File: src/hdl/tqus_pkg.sv
// shared types, codes and default sizes for the task queue with undo stack
package tqus_pkg;

  localparam int TQUS_WAIT_DEPTH = 16;
  localparam int TQUS_HIST_DEPTH = 16;
  localparam int CNT_W           = 5;

  typedef enum logic [1:0] {
    REQ_ADD    = 2'd0,
    REQ_RUN    = 2'd1,
    REQ_UNDO   = 2'd2,
    REQ_STATUS = 2'd3
  } req_e;

  typedef enum logic [1:0] {
    RES_OK    = 2'd0,
    RES_EMPTY = 2'd1,
    RES_FULL  = 2'd2
  } res_e;

  typedef enum logic [2:0] {
    S_IDLE,
    S_EXEC,
    S_W_RD,
    S_W_EMIT,
    S_H_RD,
    S_H_EMIT
  } state_e;

  typedef struct packed {
    logic [1:0]  req_type;
    logic [15:0] task_id;
    logic [15:0] task_time;
  } in_item_t;

  typedef struct packed {
    logic [1:0]       result_code;
    logic             entry_valid;
    logic             entry_list;
    logic [15:0]      out_task_id;
    logic [15:0]      out_task_time;
    logic [CNT_W-1:0] waiting_count;
    logic [CNT_W-1:0] history_count;
    logic             last_result;
  } out_item_t;

  // stored task word: time in the upper half, id in the lower half
  typedef struct packed {
    logic [15:0] task_time;
    logic [15:0] task_id;
  } task_t;

  // controller to datapath
  typedef struct packed {
    logic accept;     // latch request, arm the walk pointers
    logic exec_load;  // commit add/run/undo (or empty report) and load result
    logic w_load;     // load current waiting entry as a listed result
    logic h_load;     // load current history entry as a listed result
    logic walk;       // history read address follows the walk pointer
  } tqus_cmd_t;

  // datapath to controller
  typedef struct packed {
    logic out_free;
    logic w_nonempty;
    logic h_nonempty;
    logic w_last;
    logic h_last;
  } tqus_sts_t;

endpackage

File: src/hdl/task_queue_with_undo_stack_top.sv
// top level of the task queue with undo stack
// A waiting deque of WAIT_DEPTH tasks and a history stack of HIST_DEPTH tasks,
// each task a 16-bit id and a 16-bit duration. Add appends at the deque tail,
// run moves the deque head onto the history top, undo moves the history top
// back to the deque head, and status lists the deque from head to tail and
// then the history from newest to oldest, marking the final result with
// last_result. A request against an empty source reports empty, one into a
// full destination reports full and moves nothing. Add, run and undo go through the
// accept cycle, during which both stores (one read and one write port each)
// are read at the deque head and the history top, and the EXEC state, which
// commits the write and loads the result register. A status dump gives each
// further entry of the same store a read state before its emit state, since
// each entry needs its own registered store read; the first history entry
// after the deque needs no read state, as the history top read at accept is
// still held. When both stores are empty it answers empty through the EXEC
// state. Stall on the result side holds the current step until the result
// register frees up. No new item is taken until every result of the current
// one has been loaded. The stores need no clearing after reset.
module task_queue_with_undo_stack_top import tqus_pkg::*; #(
  parameter int WAIT_DEPTH = TQUS_WAIT_DEPTH,
  parameter int HIST_DEPTH = TQUS_HIST_DEPTH
) (
  input  logic      clk,
  input  logic      rst_n,
  // request items
  input  logic      in_valid,
  output logic      in_stall,
  input  in_item_t  in_item,
  // result items
  output logic      out_valid,
  input  logic      out_stall,
  output out_item_t out_item
);

  tqus_cmd_t cmd;
  tqus_sts_t sts;

  // sequencing: accept, single commit, or entry-by-entry status walk
  tqus_ctrl u_ctrl (
    .clk         (clk),
    .rst_n       (rst_n),
    .in_valid    (in_valid),
    .in_req_type (in_item.req_type),
    .in_stall    (in_stall),
    .sts         (sts),
    .cmd         (cmd)
  );

  // stores, pointers, counts and the result register
  tqus_dp #(
    .WAIT_DEPTH (WAIT_DEPTH),
    .HIST_DEPTH (HIST_DEPTH)
  ) u_dp (
    .clk       (clk),
    .rst_n     (rst_n),
    .in_item   (in_item),
    .cmd       (cmd),
    .sts       (sts),
    .out_stall (out_stall),
    .out_valid (out_valid),
    .out_item  (out_item)
  );

endmodule

File: src/hdl/tqus_ctrl.sv
// sequencing state machine for the task queue with undo stack
module tqus_ctrl import tqus_pkg::*; (
  input  logic      clk,
  input  logic      rst_n,
  input  logic      in_valid,
  input  logic [1:0] in_req_type,
  output logic      in_stall,
  input  tqus_sts_t sts,
  output tqus_cmd_t cmd
);

  state_e state_r, state_nxt;

  always_ff @(posedge clk) begin
    if (!rst_n) begin
      state_r <= S_IDLE;
    end else begin
      state_r <= state_nxt;
    end
  end

  // next state
  always_comb begin
    state_nxt = state_r;
    case (state_r)
      S_IDLE: begin
        if (in_valid) begin
          if (in_req_type == REQ_STATUS) begin
            if (sts.w_nonempty) begin
              state_nxt = S_W_EMIT;
            end else if (sts.h_nonempty) begin
              state_nxt = S_H_EMIT;
            end else begin
              state_nxt = S_EXEC;
            end
          end else begin
            state_nxt = S_EXEC;
          end
        end
      end
      S_EXEC: begin
        if (sts.out_free) begin
          state_nxt = S_IDLE;
        end
      end
      S_W_RD: begin
        state_nxt = S_W_EMIT;
      end
      S_W_EMIT: begin
        if (sts.out_free) begin
          if (!sts.w_last) begin
            state_nxt = S_W_RD;
          end else if (sts.h_nonempty) begin
            state_nxt = S_H_EMIT;
          end else begin
            state_nxt = S_IDLE;
          end
        end
      end
      S_H_RD: begin
        state_nxt = S_H_EMIT;
      end
      S_H_EMIT: begin
        if (sts.out_free) begin
          state_nxt = sts.h_last ? S_IDLE : S_H_RD;
        end
      end
      default: begin
        state_nxt = S_IDLE;
      end
    endcase
  end

  // outputs
  always_comb begin
    in_stall      = (state_r != S_IDLE);
    cmd.accept    = (state_r == S_IDLE) && in_valid;
    cmd.exec_load = (state_r == S_EXEC) && sts.out_free;
    cmd.w_load    = (state_r == S_W_EMIT) && sts.out_free;
    cmd.h_load    = (state_r == S_H_EMIT) && sts.out_free;
    cmd.walk      = (state_r == S_W_RD) || (state_r == S_W_EMIT) ||
                    (state_r == S_H_RD) || (state_r == S_H_EMIT);
  end

  a_one_load: assert property (@(posedge clk) disable iff (!rst_n)
    $onehot0({cmd.accept, cmd.exec_load, cmd.w_load, cmd.h_load}))
    else $error("more than one datapath load in a cycle");

  a_exec_done: assert property (@(posedge clk) disable iff (!rst_n)
    cmd.exec_load |=> state_r == S_IDLE)
    else $error("controller did not return to idle after a result");

  a_walk_rd: assert property (@(posedge clk) disable iff (!rst_n)
    (state_r == S_W_RD) |=> (state_r == S_W_EMIT))
    else $error("waiting walk read not followed by emit");

endmodule

File: src/hdl/tqus_dp.sv
// stores, pointers, result register of the task queue with undo stack
module tqus_dp import tqus_pkg::*; #(
  parameter int WAIT_DEPTH = TQUS_WAIT_DEPTH,
  parameter int HIST_DEPTH = TQUS_HIST_DEPTH
) (
  input  logic      clk,
  input  logic      rst_n,
  input  in_item_t  in_item,
  input  tqus_cmd_t cmd,
  output tqus_sts_t sts,
  input  logic      out_stall,
  output logic      out_valid,
  output out_item_t out_item
);

  localparam int WAW = $clog2(WAIT_DEPTH);
  localparam int WCW = $clog2(WAIT_DEPTH + 1);
  localparam int HAW = $clog2(HIST_DEPTH);
  localparam int HCW = $clog2(HIST_DEPTH + 1);

  logic [WAW-1:0] head_r, head_nxt;
  logic [WCW-1:0] wfill_r, wfill_nxt;
  logic [HCW-1:0] hfill_r, hfill_nxt;
  logic [WAW-1:0] wwalk_r, wwalk_nxt;
  logic [HAW-1:0] hwalk_r, hwalk_nxt;
  logic           out_valid_r, out_valid_nxt;
  out_item_t      out_item_r, out_item_nxt;
  in_item_t       req_r;

  task_t wmem [WAIT_DEPTH];
  task_t hmem [HIST_DEPTH];
  task_t wrd_r, hrd_r;

  logic           wwe, hwe;
  logic [WAW-1:0] wwa, wra;
  logic [HAW-1:0] hwa, hra;
  task_t          wwd;

  logic [WAW:0]   wsum, tsum;
  logic [WAW-1:0] tail, head_inc, head_dec;
  logic [HCW-1:0] hfill_m1;
  logic           w_full, h_full, w_empty, h_empty;
  task_t          req_task;

  logic [1:0]     ex_code;
  logic           ex_valid, ex_list;
  task_t          ex_task;

  assign req_task = '{task_time: req_r.task_time, task_id: req_r.task_id};
  assign w_full   = (wfill_r == WCW'(WAIT_DEPTH));
  assign h_full   = (hfill_r == HCW'(HIST_DEPTH));
  assign w_empty  = (wfill_r == '0);
  assign h_empty  = (hfill_r == '0);
  assign hfill_m1 = hfill_r - HCW'(1);

  // circular index arithmetic, sums stay below twice the depth
  always_comb begin
    wsum = {1'b0, head_r} + {1'b0, wwalk_r};
    wra  = (wsum >= (WAW+1)'(WAIT_DEPTH)) ? WAW'(wsum - (WAW+1)'(WAIT_DEPTH))
                                         : wsum[WAW-1:0];
    tsum = {1'b0, head_r} + {1'b0, wfill_r[WAW-1:0]};
    tail = (tsum >= (WAW+1)'(WAIT_DEPTH)) ? WAW'(tsum - (WAW+1)'(WAIT_DEPTH))
                                         : tsum[WAW-1:0];
    head_inc = (head_r == WAW'(WAIT_DEPTH - 1)) ? '0 : head_r + WAW'(1);
    head_dec = (head_r == '0) ? WAW'(WAIT_DEPTH - 1) : head_r - WAW'(1);
  end

  assign hra = cmd.walk ? hwalk_r : hfill_m1[HAW-1:0];

  // add / run / undo decision and commit
  always_comb begin
    head_nxt  = head_r;
    wfill_nxt = wfill_r;
    hfill_nxt = hfill_r;
    wwe       = 1'b0;
    wwa       = tail;
    wwd       = req_task;
    hwe       = 1'b0;
    hwa       = hfill_r[HAW-1:0];
    ex_code   = RES_OK;
    ex_valid  = 1'b0;
    ex_list   = 1'b0;
    ex_task   = '0;
    case (req_r.req_type)
      REQ_ADD: begin
        if (w_full) begin
          ex_code = RES_FULL;
        end else begin
          ex_valid = 1'b1;
          ex_task  = req_task;
          if (cmd.exec_load) begin
            wwe       = 1'b1;
            wfill_nxt = wfill_r + WCW'(1);
          end
        end
      end
      REQ_RUN: begin
        if (w_empty) begin
          ex_code = RES_EMPTY;
        end else if (h_full) begin
          ex_code = RES_FULL;
        end else begin
          ex_valid = 1'b1;
          ex_list  = 1'b1;
          ex_task  = wrd_r;
          if (cmd.exec_load) begin
            hwe       = 1'b1;
            head_nxt  = head_inc;
            wfill_nxt = wfill_r - WCW'(1);
            hfill_nxt = hfill_r + HCW'(1);
          end
        end
      end
      REQ_UNDO: begin
        if (h_empty) begin
          ex_code = RES_EMPTY;
        end else if (w_full) begin
          ex_code = RES_FULL;
        end else begin
          ex_valid = 1'b1;
          ex_task  = hrd_r;
          wwa      = head_dec;
          wwd      = hrd_r;
          if (cmd.exec_load) begin
            wwe       = 1'b1;
            head_nxt  = head_dec;
            wfill_nxt = wfill_r + WCW'(1);
            hfill_nxt = hfill_r - HCW'(1);
          end
        end
      end
      default: begin
        // status reaches here only with both stores empty
        ex_code = RES_EMPTY;
      end
    endcase
  end

  assign sts.out_free   = !out_valid_r || !out_stall;
  assign sts.w_nonempty = !w_empty;
  assign sts.h_nonempty = !h_empty;
  assign sts.w_last     = (WCW'(wwalk_r) + WCW'(1) == wfill_r);
  assign sts.h_last     = (hwalk_r == '0);

  // walk pointers and result register
  always_comb begin
    wwalk_nxt = wwalk_r;
    hwalk_nxt = hwalk_r;
    if (cmd.accept) begin
      wwalk_nxt = '0;
      hwalk_nxt = hfill_m1[HAW-1:0];
    end else if (cmd.w_load) begin
      wwalk_nxt = sts.w_last ? '0 : wwalk_r + WAW'(1);
    end else if (cmd.h_load && !sts.h_last) begin
      hwalk_nxt = hwalk_r - HAW'(1);
    end

    out_item_nxt               = out_item_r;
    out_item_nxt.waiting_count = CNT_W'(wfill_nxt);
    out_item_nxt.history_count = CNT_W'(hfill_nxt);
    if (cmd.exec_load) begin
      out_item_nxt.result_code   = ex_code;
      out_item_nxt.entry_valid   = ex_valid;
      out_item_nxt.entry_list    = ex_list;
      out_item_nxt.out_task_id   = ex_task.task_id;
      out_item_nxt.out_task_time = ex_task.task_time;
      out_item_nxt.last_result   = 1'b1;
    end else if (cmd.w_load) begin
      out_item_nxt.result_code   = RES_OK;
      out_item_nxt.entry_valid   = 1'b1;
      out_item_nxt.entry_list    = 1'b0;
      out_item_nxt.out_task_id   = wrd_r.task_id;
      out_item_nxt.out_task_time = wrd_r.task_time;
      out_item_nxt.last_result   = sts.w_last && h_empty;
    end else if (cmd.h_load) begin
      out_item_nxt.result_code   = RES_OK;
      out_item_nxt.entry_valid   = 1'b1;
      out_item_nxt.entry_list    = 1'b1;
      out_item_nxt.out_task_id   = hrd_r.task_id;
      out_item_nxt.out_task_time = hrd_r.task_time;
      out_item_nxt.last_result   = sts.h_last;
    end else begin
      out_item_nxt = out_item_r;
    end

    if (cmd.exec_load || cmd.w_load || cmd.h_load) begin
      out_valid_nxt = 1'b1;
    end else begin
      out_valid_nxt = out_valid_r && out_stall;
    end
  end

  always_ff @(posedge clk) begin
    if (!rst_n) begin
      head_r      <= '0;
      wfill_r     <= '0;
      hfill_r     <= '0;
      wwalk_r     <= '0;
      hwalk_r     <= '0;
      out_valid_r <= 1'b0;
    end else begin
      head_r      <= head_nxt;
      wfill_r     <= wfill_nxt;
      hfill_r     <= hfill_nxt;
      wwalk_r     <= wwalk_nxt;
      hwalk_r     <= hwalk_nxt;
      out_valid_r <= out_valid_nxt;
    end
  end

  always_ff @(posedge clk) begin
    out_item_r <= out_item_nxt;
    if (cmd.accept) begin
      req_r <= in_item;
    end
  end

  // waiting deque memory
  always_ff @(posedge clk) begin
    if (wwe) begin
      wmem[wwa] <= wwd;
    end
    wrd_r <= wmem[wra];
  end

  // history stack memory
  always_ff @(posedge clk) begin
    if (hwe) begin
      hmem[hwa] <= wrd_r;
    end
    hrd_r <= hmem[hra];
  end

  assign out_valid = out_valid_r;
  assign out_item  = out_item_r;

  a_wfill_max: assert property (@(posedge clk) disable iff (!rst_n)
    wfill_r <= WCW'(WAIT_DEPTH))
    else $error("waiting fill beyond depth");

  a_hfill_max: assert property (@(posedge clk) disable iff (!rst_n)
    hfill_r <= HCW'(HIST_DEPTH))
    else $error("history fill beyond depth");

  a_refused_holds: assert property (@(posedge clk) disable iff (!rst_n)
    (cmd.exec_load && ex_code != RES_OK) |=>
      ($stable(wfill_r) && $stable(hfill_r) && $stable(head_r)))
    else $error("refused request changed the stores");

  a_move_conserves: assert property (@(posedge clk) disable iff (!rst_n)
    (cmd.exec_load && (req_r.req_type == REQ_RUN || req_r.req_type == REQ_UNDO)) |=>
      (int'(wfill_r) + int'(hfill_r) == $past(int'(wfill_r) + int'(hfill_r))))
    else $error("run or undo changed the total task count");

endmodule
File: config.mk
export PLATFORM = sky130hd
export DESIGN_NAME = task_queue_with_undo_stack_top
export DESIGN_NICKNAME = d
export VERILOG_FILES = /design/src/hdl/tqus_pkg.sv /design/src/hdl/task_queue_with_undo_stack_top.sv /design/src/hdl/tqus_ctrl.sv /design/src/hdl/tqus_dp.sv
export SDC_FILE = /design/constraint.sdc
export NUM_CORES = 1
export LEC_CHECK = 0
export BUFFER_PORTS_ARGS = -buffer_cell sky130_fd_sc_hd__buf_2
export CAP_MARGIN = 20
export CORE_MARGIN = 2
export CORE_UTILIZATION = 55
export DETAILED_ROUTE_END_ITERATION = 8
export GPL_ROUTABILITY_DRIVEN = 0
export PLACE_DENSITY = 0.71
export SLEW_MARGIN = 10
export SYNTH_ARGS = -nofsm -noshare
export SYNTH_HDL_FRONTEND = slang
export SYNTH_SLANG_ARGS = --single-unit
File: constraint.sdc
create_clock -name clk -period 7.8 [get_ports clk]
set_input_delay 0.39 -clock clk [delete_from_list [all_inputs] [get_ports clk]]
set_output_delay 0.39 -clock clk [all_outputs]
set_load 0.1 [all_outputs]
==> metrics.md <==
| Metric | Value |
|---|---|
| Setup TNS | `0 ps` |
| Clk buf depth | `3` |
| Worst Max-Slew Pin Slew | `1122 ps` |
| NumNets Final | `approximately 2,900` |
| Total GRT Usage | `24.13%` |
| Worst skew pair latency | `690 ps` |
| Post-route ant nets | `0` |
| Syn Nets | `roughly 2,700` |
| First-pass GRT wire length | `~160 mm` |
| Clock-pin slew on the worst setup and hold paths | `70 ps` |
| Cell area after synthesis | `46,850 sq um` |
| Layout cell share with drive strength beyond 1 | `19.21%` |
| First-pass iteration count of the detailed router | `5` |
| Worst R2R Path Depth | `7` |
| R2R Setup Slk | `3570 ps` |
| Worst slew margin | `25.04%` |
| Die height | `295.9 um` |
| Largest net degree at the start of global routing | `172` |
| Most used cell, CP | `nor2_4` |
| Initial antenna violation count | `3` |
| Htree depth | `3` |
| Drt drc | `0` |
| Fill cells | `5,769` |
| Min Tclk post-route | `roughly 4200 ps` |
| Synth Warn # | `0` |
| CTS tree | `done` |
| Final WL | `105.1 mm` |
| Synth unique cells | `73` |
| Max VDD drop | `0.2033 mV` |
| Pins Over Slew Limit | `0` |
| Slowest stage delay, CP | `990 ps` |
| Chip width | `295.9 um` |
| Hold violation total from the final report | `0` |
| Path type of the worst setup path | `flip-flop to flip-flop` |
| Leakage power | `around 18 nW` |
| Drt initial violations | `2,805` |
| Area grow syn2layout | `13.97%` |
| Cell count after synthesis | `about 2,700` |
| Register area | `34,970 sq um` |
| Fraction of registers with async set/reset | `0%` |
| Worst r2r dst | `u_dp.wmem[5][30]` |
| Final Cycle Share | `~54%` |
| Register area share after synthesis | `74.65%` |
| Synth Area per Inst | `17.57 sq um` |
| Min-Delay Path Class | `input port to flip-flop` |
| Data required, critical path | `8070 ps` |
| Type of origin of the critical path | `flip-flop` |
| Worst setup path startpoint | `u_dp.hfill_r[0]` |
| Most frequent cells in the layout | `1,104 x edfxtp_1, 262 x nand2_1, 260 x mux2i_1` |
| Clk_skew | `44.25 ps` |
| Pwr dens | `260.1 nW/um^2` |
| Area of the multi-input gates | `11,420 sq um` |
| Outcome | `completed` |
| Post-CTS setup buffer count | `0` |
| Most common cell after layout, fill and taps aside | `edfxtp_1` |
| F_max | `0.2366 GHz` |
| Count of clock tree sinks | `1,195` |
| Clock root buffer | `clkbuf_16` |
| Number of vias per cell | `6.114` |
| Vias in the first global route | `between 20,000 and 25,000` |
| Ys flop type | `edfxtp_1` |
| RSZ-0062 raised after global routing | `no` |
| Critical Path End | `u_dp.wmem[5][30]` |
| Ports | `between 80 and 90` |
| PostCTS Resize Cnt | `0` |
| Row cnt | `107` |
| RR Startpoint | `u_dp.hfill_r[0]` |
| Hold slack | `94.54 ps` |
| Largest fanout on the critical path | `36` |
| Initial core utilization | `55.28%` |
| Die area | `between 80,000 and 90,000 sq um` |
| Critical Path AT | `approximately 4500 ps` |
| Core area | `84,750 sq um` |
| Post-synth EDFFs | `1,104` |
| Grt ovf | `0` |
| Max-Cap Viols | `0` |
| Wire per inst | `25.95 um` |
| #FFs+latches synth | `1,195` |
| DP HPWL | `58.82 mm` |
| Worst path slowest cell | `nor2_4` |
| Final setup vio count | `0` |
| Vias | `24,761` |
| Worst-path cell chain | `inv_1, ha_1, or4b_1, nand2_1, nor2_4, a31oi_1, nor2_4` |
| Cts bufs inserted | `112` |
| CP Capture Type | `flip-flop` |
| Port bufs | `86` |
-- what timing repair did --
item / in CTS / in global routing
hold buffers: 34 / 0
endpoints found under the hold margin: 34 / 0
setup endpoints to repair: 0 / 0
-- routing by layer --
layer  GRT usage (%)  vias to the layer above  share of wire, %
li1                -                    10822                 -
met1           34.58                    12632                41
met2           38.41                     1132                47
met3           4.512                      173               9.0
met4           6.636                        2               2.2
met5               0                        -             0.017
-- power by group --
part	internal [mW]	switching [mW]
Sequential	7.16	0.151
Clock	3.39	2.38
Combinational	0.250	0.551
Total	10.8	3.08
-- cell families after synthesis --
group                      count (synthesis)  synth area share [%]
DFF                                     1195                 74.65
and+or+nand+nor                          440                 4.220
adders and majority gates                 23                0.6463
muxes                                    457                 13.36
buffers and inverters                    201                 1.763
AOI/OAI and AO/OA                        328                 4.909
xor gates and xnor gates                  23                0.4460
-- worst max-delay path: cells and delay by family (launching register included) --
kind	cells	cell delay, ps
and+or+nand+nor	4	2270
AOI/OAI and AO/OA	1	550
DFF	1	470
adders and majority gates	1	320
buffers and inverters	1	170
-- how the worst min path moves through the flow --
stage	slack, ps	endpoint	cells past startpoint	startpoint
floorplan	490	u_dp.req_r[0]	0	in_item[0]
global placement	520	u_dp.out_item[0]	1	u_dp.out_item[0]
detailed placement	540	u_dp.out_valid	2	u_ctrl.state_r[0]
CTS	60	u_dp.hfill_r[2]	2	rst_n
global route	80	u_dp.hfill_r[0]	2	rst_n
finish	90	u_dp.hfill_r[2]	2	rst_n
-- sequential cells by signal, indices dropped and copies added (netlist names), 5 cells and up --
register / count
u_dp.hfill_r: 5
u_dp.out_item: 47
u_dp.wrd_r: 32
u_dp.hrd_r: 32
u_dp.req_r: 34
u_dp.wmem: 512
u_dp.wfill_r: 5
u_dp.hmem: 512
-- synth_stat cells (all sizes together) (10+ instances only) --
cell type,number,area (sq um)
nand2,262,983.4
mux2,68,765.7
ha,21,262.8
mux4,128,2883
dfxtp,91,1822
nand3,17,85.08
and2,39,244.0
edfxtp,1104,33150
xnor2,13,113.9
a211oi,40,300.3
nor2,60,225.2
xor2,10,95.10
a31oi,44,275.3
a22oi,33,247.7
buf,66,319.1
nor3,20,105.1
inv,54,202.7
o221ai,33,289.0
a21oi,28,143.9
clkbuf,81,304.0
mux2i,261,2613
o21ai,81,405.4
a222oi,32,320.3
-- area by class of cell --
type | count | share of cell area [%]
antenna | 2 | 0.009373
sequential | 1195 | 65.50
clock buffer | 137 | 5.633
timing repair buffer | 171 | 2.601
clock inverter | 76 | 1.814
inverter | 54 | 0.3796
multi-input combinational | 1271 | 21.38
tap | 1144 | 2.681
-- per-stage QoR --
| stage | instance area (sq um) | utilization [%] | std cells | setup slack, ps | power, mW |
|---|---|---|---|---|---|
| after floorplan | 46850 | - | 2667 | 3159 | 7.947 |
| after global placement | 48770 | 57.55 | 3787 | 3748 | 8.195 |
| after detailed placement | 48860 | 57.66 | 3791 | 3579 | 8.223 |
| after CTS | 53180 | 62.75 | 4038 | 3558 | 13.95 |
| after global routing | 53390 | 63.00 | 4048 | 3254 | 14.27 |
| final | 53390 | 63.01 | 4050 | 3574 | 13.89 |
Power figures use the tool's default switching activity.
